--- config.mk ---
export PLATFORM = sky130hd
export DESIGN_NAME = lgi_queue
export DESIGN_NICKNAME = d
export VERILOG_FILES = /design/src/sv/lgi_pkg.sv /design/src/sv/lgi_queue.sv
export SDC_FILE = /design/constraint.sdc
export NUM_CORES = 1
export LEC_CHECK = 0
export BUFFER_PORTS_ARGS = -buffer_cell sky130_fd_sc_hd__buf_2
export CAP_MARGIN = 15
export CORE_MARGIN = 3
export CORE_UTILIZATION = 39
export DETAILED_ROUTE_END_ITERATION = 10
export REMOVE_ABC_BUFFERS = 1
export SLEW_MARGIN = 40
export SYNTH_ARGS = -nofsm -noshare
export SYNTH_HDL_FRONTEND = slang
export SYNTH_SLANG_ARGS = --single-unit
--- constraint.sdc ---
create_clock -name clk -period 4 [get_ports clk]
set_input_delay 0.6 -clock clk [delete_from_list [all_inputs] [get_ports clk]]
set_output_delay 0.6 -clock clk [all_outputs]
set_load 0.01 [all_outputs]
--- src/sv/lgi_pkg.sv ---
`timescale 1ns / 1ps
// ----------------------------------------------------------------------------
// lgi_pkg
// Shared types, codes and fixed-point helpers of the grid interpolator.
// ----------------------------------------------------------------------------
package lgi_pkg;

  // item kinds
  localparam logic FUNC_LOAD  = 1'b0;
  localparam logic FUNC_QUERY = 1'b1;

  // configuration register indexes
  localparam logic CFG_ORDER = 1'b0;
  localparam logic CFG_COUNT = 1'b1;

  // interpolation orders
  localparam logic [2:0] ORD_LINEAR    = 3'd0;
  localparam logic [2:0] ORD_QUADRATIC = 3'd1;
  localparam logic [2:0] ORD_CUBIC     = 3'd2;
  localparam logic [2:0] ORD_QUARTIC   = 3'd3;
  localparam logic [2:0] ORD_ALL       = 3'd4;

  // result status
  localparam logic [1:0] ST_OK      = 2'd0;
  localparam logic [1:0] ST_OUTSIDE = 2'd1;
  localparam logic [1:0] ST_FEW     = 2'd2;

  localparam int QUEUE_DEPTH = 2;
  localparam int DVD_W = 48;  // |q - g| scaled by 2^16
  localparam int DSR_W = 32;  // |g_i - g_j|

  localparam logic signed [31:0] ONE_Q16 = 32'sh0001_0000;

  typedef struct packed {
    logic               is_query;
    logic [5:0]         index;
    logic signed [31:0] coord;
    logic signed [31:0] re;
    logic signed [31:0] im;
  } cmd_t;

  typedef struct packed {
    logic signed [31:0] coord;
    logic signed [31:0] re;
    logic signed [31:0] im;
  } entry_t;

  // product / 2^16, truncated toward zero
  function automatic logic signed [47:0] trunc_q16(input logic signed [63:0] p);
    logic signed [63:0] t;
    t = p + (p[63] ? 64'sd65535 : 64'sd0);
    return t[63:16];
  endfunction

  function automatic logic signed [31:0] sat32(input logic signed [47:0] v);
    logic [16:0] hi;
    hi = v[47:31];
    if (hi == 17'h0 || hi == 17'h1ffff) return v[31:0];
    return v[47] ? 32'sh8000_0000 : 32'sh7fff_ffff;
  endfunction

endpackage

--- src/sv/lgi_queue.sv ---
`timescale 1ns / 1ps
// ----------------------------------------------------------------------------
// lgi_queue
// Short command queue between the input stage and the engine.
// ----------------------------------------------------------------------------
module lgi_queue import lgi_pkg::*; (
  input  logic clk,
  input  logic rst,
  input  logic push,
  output logic push_ready,
  input  cmd_t push_cmd,
  output logic pop_valid,
  input  logic pop,
  output cmd_t pop_cmd
);

  localparam int QW = $clog2(QUEUE_DEPTH);

  cmd_t         slots [QUEUE_DEPTH];
  logic [QW-1:0] wr_ptr;
  logic [QW-1:0] rd_ptr;
  logic [QW:0]   count;
  logic          do_push;
  logic          do_pop;

  assign push_ready = (count != (QW+1)'(QUEUE_DEPTH));
  assign pop_valid  = (count != '0);
  assign pop_cmd    = slots[rd_ptr];
  assign do_push    = push && push_ready;
  assign do_pop     = pop && pop_valid;

  always_ff @(posedge clk) begin
    if (rst) begin
      wr_ptr <= '0;
      rd_ptr <= '0;
      count  <= '0;
    end else begin
      if (do_push) wr_ptr <= wr_ptr + 1'b1;
      if (do_pop)  rd_ptr <= rd_ptr + 1'b1;
      if (do_push && !do_pop) count <= count + 1'b1;
      else if (do_pop && !do_push) count <= count - 1'b1;
    end
  end

  always_ff @(posedge clk) begin
    if (do_push) slots[wr_ptr] <= push_cmd;
  end

endmodule

# Word-level counts from Yosys, hierarchy flattened
# Memory sizes are Yosys's and may differ from the RTL's. A register that Yosys moved wholly into a read port is not among the register bits.
# Index checks and enable logic that the tools add are counted.
[totals] reg_bits=4 ram_bits=206 output_inout_bits=105 mem_count=1
[mem_list] memory="slots" depth=2 width=103 rd=1 rd_clocked_by_memory_dff=1 write_ports=1 line_no="lgi_queue.sv:19" rtl="cmd_t slots [QUEUE_DEPTH];"
[op_classes] n_addsub=4 eq_ne=1 muxes=6 n_reduce_logical=8
[op_table] operator="$logic_and 1x1->1" n=4
[op_table] operator="$mux 1" n=4
[op_table] operator="$mux 2" n=2
[op_table] operator="$reduce_bool 2->1" n=2
[op_table] operator="$add 1x1->1 const B" n=2
[op_table] operator="$add 2x1->2 const B" n=1
[op_table] operator="$logic_not 1->1" n=2
[op_table] operator="$ne 2x2->1 const B" n=1
[op_table] operator="$sub 2x1->2 const B" n=1

# Longest topological paths before layout
[logic_depth] word_depth=6 mapped_depth=6 mapped_depth_nobuf=6

# Worst setup path before layout
# No wires, ideal clock.
[synth_path] path_type="reg-to-reg" from="register count[0]" to="memory slots[1][0] in the netlist's numbering, enable pin" setup_ps=474 t_arrival_ps=3072 required_time_ps=3526 path_slack_ps=454 path_stages_with_launch=3 path_buffers=0 period_less_slack_ps=3546 path_cell_list="dfxtp_1 -> nand2b_1 -> and3_1"
[synth_via] elab_chain_cells=4
[synth_lines] element="start: declaration" line_no="lgi_queue.sv:22" rtl="logic [QW:0] count;"
[synth_lines] element="start signal: assignment" line_no="lgi_queue.sv:40" rtl="if (do_push && !do_pop) count <= count + 1'b1;"
[synth_lines] element="start signal: assignment" line_no="lgi_queue.sv:41" rtl="else if (do_pop && !do_push) count <= count - 1'b1;"
[synth_lines] element="$ne 2x2->1" line_no="lgi_queue.sv:26" rtl="assign push_ready = (count != (QW+1)'(QUEUE_DEPTH));"
[synth_lines] element="named net push_ready" line_no="lgi_queue.sv:10" rtl="output logic push_ready,"
[synth_lines] element="$logic_and 1x1->1" line_no="lgi_queue.sv:29" rtl="assign do_push = push && push_ready;"
[synth_lines] element="$mux 1" line_no="lgi_queue.sv:46" rtl="if (do_push) slots[wr_ptr] <= push_cmd;"
[synth_lines] element="$mux 1 (implied by the code)" line_no="lgi_queue.sv:46"
[synth_lines] element="end: declaration" line_no="lgi_queue.sv:19"
# The timed path passes the listed nets, and every way through them passes these cells.

==> run summary <==
Post-CTS setup buffers - 0
Final setup fails - 0
Wire per inst - 17.4 um
Pleak - 3.58 nW
Outcome - complete, no violations
Grt met2 use - 22.1%
First-pass GRT wire length - 22500 um
Core area - 0.0190 mm^2
DR vias - 3966
Asr flop ratio synth - 0%
Cts hold-fix bufs - 0
Power Density - 632 mW/mm^2
VDD IR max - 0.573 mV
Tightest Pin Transition - 0.770 ns
Met3 usage - 4.56%
Clock sink count - 211
Clk pin slew, worst setup/hold paths - 0.06 ns
Critical path class - reg2out
Die height - 146 um
Vias in the first global route - 4237
GRT met1 Usage - 15.9%
Die ar. - 0.0214 mm^2
Share of layout cells above drive strength 1 - 59.9%
Post-CTS sizing - 0
Startpoint Class - flip-flop
Nets - 681
Antenna viol nets, final - 0
Synth Register Bits - 211
Vias per inst - 4.68
Tmin final - 2.84 ns
Final Cycle Share - 71.0%
I/O pins - 212
Crit. End Element - primary output
DRC Markers - 0
Largest net degree at the start of global routing - 62
DR pass1 iterations - 4
WHS - 0.297 ns
GRT Overall Usage - 13.1%
Data arrival, critical path - 2.24 ns
Main synth FF type - edfxtp_1
Setup TNS - 0 ns
Post-synth cell types - 19
Post-Synthesis Cell Area - 0.00767 mm^2
Grt total ovfl - 0
Fmax - 0.352 GHz
CP max FO - 56
CTS buffer count - 23
Number of buffers added on ports - 211
Fin. max-slew vios - 0
Routability cong. - 0.708
Critical Path RT - 3.40 ns
Yosys Warn Count - 0
Root buf cell - clkbuf_16
Seq/Total Area, Yosys - 82.0%
H-tree depth - 1
Worst skew pair latency - 0.49 ns
Hold Violations, Final - 0
Number of flops mapped to enable cells by yosys - 206
Starting Density - 40.3%
CTS tree - yes
HP Class - in2reg
Max_cap viols - 0
1st-iter DRT viols - 155
Mapped Cells - 344
Final wirelength - 14700 um
Clock buffer depth - 3
Avg Cell Area, Syn - 22.3 um^2
Worst slew margin - 48.7%
Row cnt - 50
Die X - 146 um
RSZ-0062 raised after global routing - false
Initial antenna violation count - 2
Busiest grt layer - met2
HPWL after DPL - 9600 um
Area growth, synth to finish - 26.3%
Final Skew - 0.00730 ns
==> worst max-delay path, cell delays in order (launching register included) <==
cell and delay [ns]:
dfxtp_4 0.78, buf_12 0.36, mux2_2 0.41, buf_2 0.15
==> path summary, 6_finish.rpt <==
kind | from | end | slack [ns] | cells past startpoint
setup / recovery | flip-flop | pop_cmd[48] | 1.16 | 3
hold / removal | push_cmd[2] | slots[0][2] | 0.30 | 1
setup reg to reg | count[0] | slots[1][92] | 1.87 | 3
hold reg to reg | rd_ptr | rd_ptr | 0.50 | 2
==> power by group <==
part / switching (W) / internal (W) / leakage, nW / total, W
combinational: 0.000698 / 0.000652 / 1.29 / 0.00135
clock: 0.000772 / 0.00111 / 0.322 / 0.00188
sequential: 0.000132 / 0.00276 / 1.97 / 0.00290
==> routing by layer <==
metal,wire length (um),vias up
li1,-,1830
met3,1350,32
met4,305,2
met5,7,-
met2,7160,147
met1,5880,1955
==> kinds of logic after synthesis <==
family | count (synthesis) | share of synthesized area [%]
flops | 211 | 82.0
fa+ha+maj | 1 | 0.163
mux | 103 | 15.1
simple gates | 9 | 0.653
buf+inv | 12 | 1.37
xor+xnor | 3 | 0.343
compound gates | 5 | 0.392
==> flip-flops by register name (all words and copies together), names as in the netlist, named ones only <==
| register | count |
|---|---|
| wr_ptr | 1 |
| slots | 206 |
| count | 2 |
| rd_ptr | 1 |
==> layout make-up <==
type | count | area, um^2
sequential | 211 | 6290
multi-input combinational | 121 | 1280
inverter | 1 | 8.76
fill | 1624 | 9330
clock buffer | 28 | 594
clock inverter | 8 | 63.8
tap | 260 | 325
antenna | 3 | 7.51
timing repair buffer | 215 | 1110
==> Yosys cell counts, drive strengths merged, types with 2 or more instances <==
library cell / n / area, um^2
a21oi: 2 / 10.0
buf: 11 / 101
dfxtp: 5 / 100
edfxtp: 206 / 6190
mux2: 103 / 1160
nor2: 3 / 11.3
o21ai: 2 / 10.0
xor2: 3 / 26.3
==> metrics by stage <==
stage / area (um^2) / instances / setup slack, ns / power [W] / utilization, %
floorplan: 7570 / 333 / 0.365 / 0.00378 / -
global placement: 9020 / 808 / 1.64 / 0.00430 / 47.4
detailed placement: 9020 / 808 / 1.61 / 0.00433 / 47.4
CTS: 9670 / 844 / 1.09 / 0.00623 / 50.9
global route: 9680 / 845 / 1.04 / 0.00643 / 50.9
finish: 9680 / 847 / 1.16 / 0.00612 / 50.9
==> cells in the final DEF, fill, tap and decap left out, types with 2 or more instances in the layout <==
cell         n
clkbuf_1     5
clkbuf_16   23
buf_12       2
a21oi_1      2
nor2_1       3
mux2_2     103
clkinv_2     2
edfxtp_1   206
xor2_1       3
dfxtp_1      4
buf_4        2
diode_2      3
clkinv_1     4
o21ai_0      2
buf_2      211
(Power assumes the default switching activity.)
