--- src/sv/lgi_pkg.sv ---
`timescale 1ns / 1ps
// ----------------------------------------------------------------------------
// lgi_pkg
// Shared types, codes and fixed-point helpers of the grid interpolator.
// ----------------------------------------------------------------------------
package lgi_pkg;

  // item kinds
  localparam logic FUNC_LOAD  = 1'b0;
  localparam logic FUNC_QUERY = 1'b1;

  // configuration register indexes
  localparam logic CFG_ORDER = 1'b0;
  localparam logic CFG_COUNT = 1'b1;

  // interpolation orders
  localparam logic [2:0] ORD_LINEAR    = 3'd0;
  localparam logic [2:0] ORD_QUADRATIC = 3'd1;
  localparam logic [2:0] ORD_CUBIC     = 3'd2;
  localparam logic [2:0] ORD_QUARTIC   = 3'd3;
  localparam logic [2:0] ORD_ALL       = 3'd4;

  // result status
  localparam logic [1:0] ST_OK      = 2'd0;
  localparam logic [1:0] ST_OUTSIDE = 2'd1;
  localparam logic [1:0] ST_FEW     = 2'd2;

  localparam int QUEUE_DEPTH = 2;
  localparam int DVD_W = 48;  // |q - g| scaled by 2^16
  localparam int DSR_W = 32;  // |g_i - g_j|

  localparam logic signed [31:0] ONE_Q16 = 32'sh0001_0000;

  typedef struct packed {
    logic               is_query;
    logic [5:0]         index;
    logic signed [31:0] coord;
    logic signed [31:0] re;
    logic signed [31:0] im;
  } cmd_t;

  typedef struct packed {
    logic signed [31:0] coord;
    logic signed [31:0] re;
    logic signed [31:0] im;
  } entry_t;

  // product / 2^16, truncated toward zero
  function automatic logic signed [47:0] trunc_q16(input logic signed [63:0] p);
    logic signed [63:0] t;
    t = p + (p[63] ? 64'sd65535 : 64'sd0);
    return t[63:16];
  endfunction

  function automatic logic signed [31:0] sat32(input logic signed [47:0] v);
    logic [16:0] hi;
    hi = v[47:31];
    if (hi == 17'h0 || hi == 17'h1ffff) return v[31:0];
    return v[47] ? 32'sh8000_0000 : 32'sh7fff_ffff;
  endfunction

endpackage

--- src/sv/lgi_front.sv ---
`timescale 1ns / 1ps
// ----------------------------------------------------------------------------
// lgi_front
// Input stage: takes items, drops loads beyond the grid store, packs commands.
// ----------------------------------------------------------------------------
module lgi_front import lgi_pkg::*; #(
  parameter int MAX_POINTS = 64
) (
  input  logic               clk,
  input  logic               rst,
  input  logic               in_valid,
  output logic               in_ready,
  input  logic               func,
  input  logic [5:0]         point_index,
  input  logic signed [31:0] abscissa,
  input  logic signed [31:0] sample_re,
  input  logic signed [31:0] sample_im,
  input  logic signed [31:0] query_point,
  output logic               push,
  input  logic               push_ready,
  output cmd_t               push_cmd
);

  logic fv;
  cmd_t fcmd;
  logic keep;

  assign keep     = (func == FUNC_QUERY) || ({26'b0, point_index} < MAX_POINTS);
  assign in_ready = !fv || push_ready;
  assign push     = fv;
  assign push_cmd = fcmd;

  always_ff @(posedge clk) begin
    if (rst) begin
      fv <= 1'b0;
    end else begin
      if (in_valid && in_ready) fv <= keep;
      else if (fv && push_ready) fv <= 1'b0;
    end
  end

  always_ff @(posedge clk) begin
    if (in_valid && in_ready) begin
      fcmd.is_query <= (func == FUNC_QUERY);
      fcmd.index    <= point_index;
      fcmd.coord    <= (func == FUNC_QUERY) ? query_point : abscissa;
      fcmd.re       <= sample_re;
      fcmd.im       <= sample_im;
    end
  end

endmodule

--- config.mk ---
export PLATFORM = sky130hd
export DESIGN_NAME = lgi_front
export DESIGN_NICKNAME = d
export VERILOG_FILES = /design/src/sv/lgi_pkg.sv /design/src/sv/lgi_front.sv
export SDC_FILE = /design/constraint.sdc
export NUM_CORES = 1
export LEC_CHECK = 0
export ABC_AREA = 1
export BUFFER_PORTS_ARGS = -buffer_cell sky130_fd_sc_hd__buf_2
export CORE_MARGIN = 5
export CORE_UTILIZATION = 44
export CTS_CLUSTER_SIZE = 20
export DETAILED_ROUTE_END_ITERATION = 10
export GPL_TIMING_DRIVEN = 0
export PLACE_DENSITY_LB_ADDON = 0.05
export SLEW_MARGIN = 10
export SYNTH_ARGS = -nofsm -noshare
export SYNTH_HDL_FRONTEND = slang
export SYNTH_SLANG_ARGS = --single-unit
--- constraint.sdc ---
create_clock -name clk -period 10.8 [get_ports clk]
set_input_delay 1.62 -clock clk [delete_from_list [all_inputs] [get_ports clk]]
set_output_delay 1.62 -clock clk [all_outputs]
set_load 0.005 [all_outputs]
* After elaboration in Yosys (flattened, before gate mapping)
Cells that the tools add are included.
** Cells by class
- Multiplexer cells :: 3
- Reductions and logical operators :: 5
** Operator list (count)
- $mux 32 :: 1
- $logic_and 1x1->1 :: 2
- $mux 1 :: 2
- $reduce_bool 2->1 :: 1
- $logic_not 1->1 :: 1
- $logic_or 1x1->1 :: 1
** Word-level totals
- Register bits after elaboration :: 104
- Output and inout port bits :: 105

* Longest topological paths before layout
Gate-level depths: netlist (run 1).
- Depth after elaboration :: 4
- Depth in mapped cells :: 4
- Mapped depth without buffers :: 3

* Least setup slack after synthesis (run 1)
Ideal clock, no wire load.
- Kind :: input to register
- Start :: input port in_valid
- End :: register fcmd, in the netlist push_cmd[0], enable pin
- Path buffers :: 0
- Setup time :: 0.598 ns
- Stages :: 2
- Arrival time :: 6.631 ns
- Setup slack :: 3.571 ns
- Cells stage by stage :: inv_1 > a21oi_1
** On the way
- Cells in the longest elaborated chain, start to end :: 1
** Ends and longest elaborated chain
- start: declaration :: RTL line lgi_front.sv:11 : input logic in_valid,
- $logic_and 1x1->1 :: RTL line lgi_front.sv:43 : if (in_valid && in_ready) begin
- end: declaration :: RTL line lgi_front.sv:25 : cmd_t fcmd;
Every way passes these cells.
A chain may end at the register's enable or synchronous reset.

* Worst setup path in the final report (run 1)
- Start :: input port push_ready
- End :: output port in_ready
** On the way
- Cells in the longest elaborated chain, start to end :: 1
** Ends and longest elaborated chain
- start: declaration :: RTL line lgi_front.sv:20 : input logic push_ready,
- $logic_or 1x1->1 :: RTL line lgi_front.sv:29 : assign in_ready = !fv || push_ready;
- end: declaration :: RTL line lgi_front.sv:12 : output logic in_ready,
Every way passes these cells.

==> results.py, run 1 <==
metrics = {
    "pwr": {
        "power.leakage_nw": 2.50,
        "p_int_mw": 0.630,
        "max-vdd-ir-drop_v": 0.0000655,
        "powerDensity_nw_per_um2": 151,
        "p_seq_frac": 0.587,
        "comb_power_share": 0.112,
        "p_sw_mw": 0.186,
        "switching_share": 0.228,
        "p_clk_frac": 0.301,
    },
    "clock_tree": {
        "cts_hold_buffers": 0,
        "postCtsResizedCells": 0,
        "worstSkewPairLatency_ns": 0.36,
        "cts_buffers": 9,
        "clock_path_buffers": 2,
        "cts_setup_buffers": 0,
        "path_clk_slew_ns": 0.10,
        "cts_tree": "yes",
        "clock-sinks": 104,
        "htreeDepth": 3,
        "cts_root_buf": "clkbuf_8",
    },
    "worst_setup_path": {
        "arrival_ns": 2.02,
        "worstSetupEndpointType": "output port",
        "cp_max_fo": 2,
        "crit_required_ns": 9.18,
        "critPathLaunchType": "primary input",
        "crit_type": "primary input to output port",
    },
    "die": {
        "row_count": 33,
        "io-pin-count": 244,
        "die_w_um": 102,
        "initial_core_util": 0.454,
        "core_area_um2": 8260,
        "die_y_um": 102,
        "dieArea_um2": 10500,
    },
    "timing": {
        "max_slew_margin": 0.824,
        "fin_crit_sh": 0.337,
        "fmax_ghz": 0.275,
        "finClkSkew_ns": 0.0109,
        "setup_tns_ns": 0,
        "finalHoldViolations": 0,
        "hold_slack_ns": 0.556,
        "tightest_slew_ns": 0.263,
        "setup_violations": 0,
        "rsz0062_at_grt": "no",
        "fin_crit_ns": 3.64,
        "final-max-slew-violation-count": 0,
    },
    "drt": {
        "via_per_inst": 4.45,
        "vias": 2581,
        "wirelength_um": 9380,
        "dr.max_layer_used": "met4",
        "ant_nets": 0,
        "drc_errors": 0,
        "dr_wl_met2_um": 5040,
        "dr_wl_met3_um": 1110,
        "initialDrtViolationCount": 83,
        "dr.pass1.iters": 4,
        "m1WireLength_um": 3170,
        "wl_per_cell_um": 16.2,
    },
    "synth": {
        "ys_seq_area_frac": 0.831,
        "synthCells": 212,
        "syn_area_per_cell_um2": 17.7,
        "synth_adder_area_share": 0,
        "ys_ff_latch": 104,
        "synthMuxAreaShare": 0,
        "synth-compound-area-share": 0.0745,
        "syn-num-nets": 351,
        "syn_area_um2": 3750,
        "synth.area.top_cells": "edfxtp_1 (83%), o21ai_2 (6.8%), inv_1 (3.4%)",
        "synthXorXnorAreaFrac": 0,
        "synth-simple-area-share": 0.0344,
        "yosysTopAreaCell": "edfxtp_1",
        "yosysUniqueCellTypes": 11,
        "ys_warn_count": 0,
        "yosys.area.top_type_share": 0.825,
        "synth_top_family_by_area": "compound AO/OA/AOI/OAI gates",
    },
    "placement": {
        "hpwl_um": 7550,
        "gp_congestion": 0.771,
        "io_buffers": 243,
    },
    "finish": {
        "final_cell_mix": "buf_2 (243), edfxtp_1 (103), inv_1 (34)",
        "fillers": 644,
        "area_growth_pct": 44.0,
        "final_common_cell": "buf_2",
        "n_antenna_cell": 0,
        "final_layout_size_suffix_gt1_frac": 0.636,
        "fin_nets": 609,
        "multiInputGateArea_um2": 419,
        "seqCellArea_um2": 3110,
    },
    "global_route": {
        "antenna_found_initial": 0,
        "grt_pass1_vias": 2605,
        "grt_max_degree": 29,
        "globalRoute.totalOverflow": 0,
        "grt_pass1_wl_um": 13300,
        "track_usage": 0.172,
    },
    "outcome": {
        "outcome": "finished clean",
    },
    "worst_hold_path": {
        "holdCritPathClass": "register to register",
    },
    "job": {
        "maxCapViolCount": 0,
    },
}
[final timing paths]
path / start / endpoint / slack [ns] / cells after the start
max: push_ready / in_ready / 7.16 / 4
min reg2reg: push / push / 0.56 / 2
min: push / push / 0.56 / 2
max reg2reg: push / push_cmd[0] / 9.22 / 4
[Yosys cell counts]
cell      instances
edfxtp_1        103
inv_1            34
nand2_1          31
o21ai_2          29
buf_6             3
buf_8             3
o21ai_0           3
a21oi_1           2
nand2_2           2
buf_12            1
dfxtp_1           1
[through the flow]
step	cell area (µm²)	std cells	setup slack [ns]	power, mW	utilization
floorplan	3750	212	3.57	0.525	-
global placement	5090	560	1.49	0.580	0.617
detailed placement	5190	564	7.16	0.582	0.629
CTS	5400	580	7.16	0.825	0.653
global route	5400	580	7.13	0.852	0.653
finish	5400	580	7.16	0.817	0.653
[worst max-delay path, stage by stage]
cell and delay (ns):
buf_2 0.09, inv_1 0.09, nand2_1 0.08, buf_2 0.13
[flip-flops by register name (all words and copies together), names as in the netlist]
register  count
push_cmd    103
push          1
[layer usage]
layer | global-route usage | vias up
li1 | - | 1264
met1 | 0.191 | 1178
met2 | 0.308 | 132
met3 | 0.0717 | 7
met4 | 0.0424 | 0
met5 | 0 | -
[cell type report]
class | count | share of cell area
Inverter | 34 | 0.0236
Clock inverter | 7 | 0.0146
Sequential cell | 104 | 0.577
Tap cell | 105 | 0.0243
Multi-Input combinational cell | 67 | 0.0777
Clock buffer | 9 | 0.0230
Buffer | 7 | 0.0183
Timing Repair Buffer | 247 | 0.242
[cells by family (layout without fill, tap and decap cells)]
| kind of cell | Yosys count | after routing |
|---|---|---|
| simple gates | 33 | 33 |
| flops | 104 | 104 |
| compound gates | 34 | 34 |
| buf+inv | 41 | 304 |
[power by group through the flow]
| stage | combinational, mW | sequential, mW | clock, mW |
|---|---|---|---|
| 2_1_floorplan | 0.0273 | 0.497 | 0 |
| 3_3_place_gp | 0.0862 | 0.494 | 0 |
| 3_5_place_dp | 0.0931 | 0.489 | 0 |
| 4_1_cts | 0.0934 | 0.480 | 0.252 |
| 5_1_grt | 0.100 | 0.482 | 0.270 |
| 6_report | 0.0911 | 0.479 | 0.246 |
Note: power is estimated with default switching activity, not from simulation.
==> run 2: changes to the inputs <==
- CORE_UTILIZATION: 44 -> 38
- clock period: 10.8 -> 3 ns (I/O delays scaled with it)
==> run 2 against run 1 <==
Critical path depth did not move. Clock-buffer cell count rose by 3. Sequential share of layout area fell by 0.74 points. Non-clock buffer count rose by 1. Register-to-register slack got worse by 8.0 ns. Clock power rose to 3.3 times the previous value. Global-route usage fell by 2.1 points. Via count rose by 1.3%. Die area rose by 14%. Largest power group unchanged.
==> results.py, run 2 (synthesis gave the netlist of run 1 again) <==
metrics = {
    "worst_setup_path": {
        "path_delay_family": "buffers and inverters",
        "critPathLaunchType": "register",
        "crit_type": "register to register",
        "worstSetupEndpointType": "register",
        "slowest_delay_ns": 0.55,
        "arrival_ns": 1.85,
        "path_common_cell": "buf_16",
        "cp_max_fo": 18,
        "cpMaxStageDelayCell": "a21oi_4",
        "cp_cell_sequence": "a21oi_4 -> buf_16 -> buf_16 -> buf_16",
        "crit_required_ns": 3.07,
        "critPathBufInv": 3,
    },
    "drt": {
        "wirelength_um": 9430,
        "dr.pass1.iters": 4,
        "via_per_inst": 4.29,
        "vias": 2614,
        "wl_per_cell_um": 15.5,
        "ant_nets": 0,
        "drc_errors": 0,
        "initialDrtViolationCount": 106,
    },
    "placement": {
        "io_buffers": 243,
        "hpwl_um": 7760,
        "dpl_cell_area_um2": 5280,
        "gp_congestion": 0.823,
        "preCtsSetupSlack_ns": 0.973,
    },
    "die": {
        "die_w_um": 109,
        "io-pin-count": 244,
        "core_area_um2": 9680,
        "row_count": 36,
        "die_y_um": 109,
        "initial_core_util": 0.387,
        "dieArea_um2": 11900,
    },
    "global_route": {
        "globalRoute.totalOverflow": 0,
        "grt_max_degree": 24,
        "grt_pass1_vias": 2598,
        "grt_pass1_wl_um": 13300,
        "track_usage": 0.151,
        "antenna_found_initial": 1,
    },
    "timing": {
        "fin_crit_ns": 1.78,
        "rsz0062_at_grt": "no",
        "fin_crit_sh": 0.593,
        "max_slew_margin": 0.570,
        "fin_ws_ns": 1.22,
        "tightest_slew_ns": 0.643,
        "final-max-slew-violation-count": 0,
        "finClkSkew_ns": 0.0140,
        "fmax_ghz": 0.562,
        "setup_violations": 0,
        "finalHoldViolations": 0,
    },
    "finish": {
        "final_cell_mix": "buf_2 (243), edfxtp_1 (103), inv_1 (34)",
        "finish.instance_area_um2": 5470,
        "final_common_cell": "buf_2",
        "fin_nets": 610,
        "area_growth_pct": 45.9,
        "largest_reg_flops": 103,
        "final_layout_size_suffix_gt1_frac": 0.634,
    },
    "pwr": {
        "power.leakage_nw": 2.51,
        "max-vdd-ir-drop_v": 0.000197,
        "powerDensity_nw_per_um2": 526,
    },
    "clock_tree": {
        "cts_hold_buffers": 0,
        "cts_setup_buffers": 0,
        "path_clk_slew_ns": 0.10,
        "clock_path_buffers": 2,
        "clock-sinks": 104,
        "htreeDepth": 3,
        "cts_buffers": 9,
        "worstSkewPairLatency_ns": 0.35,
        "cts_tree": "yes",
        "cts_root_buf": "clkbuf_8",
        "postCtsResizedCells": 0,
    },
    "outcome": {
        "outcome": "finished clean",
    },
    "job": {
        "maxCapViolCount": 0,
    },
    "worst_hold_path": {
        "holdCritPathClass": "primary input to register",
    },
}
[run 2: changes by cell type in the layout (fill, tap and decap cells not counted), sizes merged]
cell / previous run / this run
buf: 254 / 255
bufinv: 1 / 0
clkbuf: 9 / 12
clkinv: 2 / 3
clkinvlp: 2 / 1
diode: 0 / 1
inv: 36 / 34
[run 2: layout make-up]
cell class                      instances  area [µm²]
Clock inverter                          4        30.0
Tap cell                              133         166
Timing Repair Buffer                  248        1350
Antenna cell                            1        2.50
Multi-Input combinational cell         67         419
Fill cell                             838        4220
Sequential cell                       104        3110
Inverter                               34         128
Buffer                                  7        98.8
Clock buffer                           12         155
[run 2: worst paths after layout]
| check | to | cells after the start | slack (ns) | start |
|---|---|---|---|---|
| worst max-delay path | push_cmd[90] | 4 | 1.22 | push |
| worst min-delay path | push | 2 | 0.23 | rst |
| worst max register to register | push_cmd[90] | 4 | 1.22 | push |
| worst min register to register | push | 2 | 0.53 | push |
[run 2: report_power, final]
group / switching (mW) / internal (mW)
logic: 0.161 / 0.178
clock network: 0.461 / 0.350
registers: 0.0196 / 1.71
total: 0.642 / 2.23
[run 2: layer usage]
layer	up-vias	global-route usage	share of wire
met1	1201	0.165	0.36
met3	9	0.0669	0.12
met4	0	0.0481	0.015
li1	1261	-	-
met2	143	0.264	0.50
met5	-	0	0
[run 2: metrics by stage]
| step | instances | hold WS [ns] | util | setup TNS, ns | total power [mW] |
|---|---|---|---|---|---|
| finish | 610 | 0.231 | 0.564 | 0 | 2.87 |
| global route | 610 | 0.207 | 0.564 | 0 | 3.01 |
| CTS | 609 | 0.218 | 0.564 | 0 | 2.91 |
| detailed placement | 593 | 0.523 | 0.545 | 0 | 2.11 |
| global placement | 588 | 0.514 | 0.531 | -43.85 | 2.08 |
| floorplan | 212 | 0.519 | - | 0 | 1.88 |
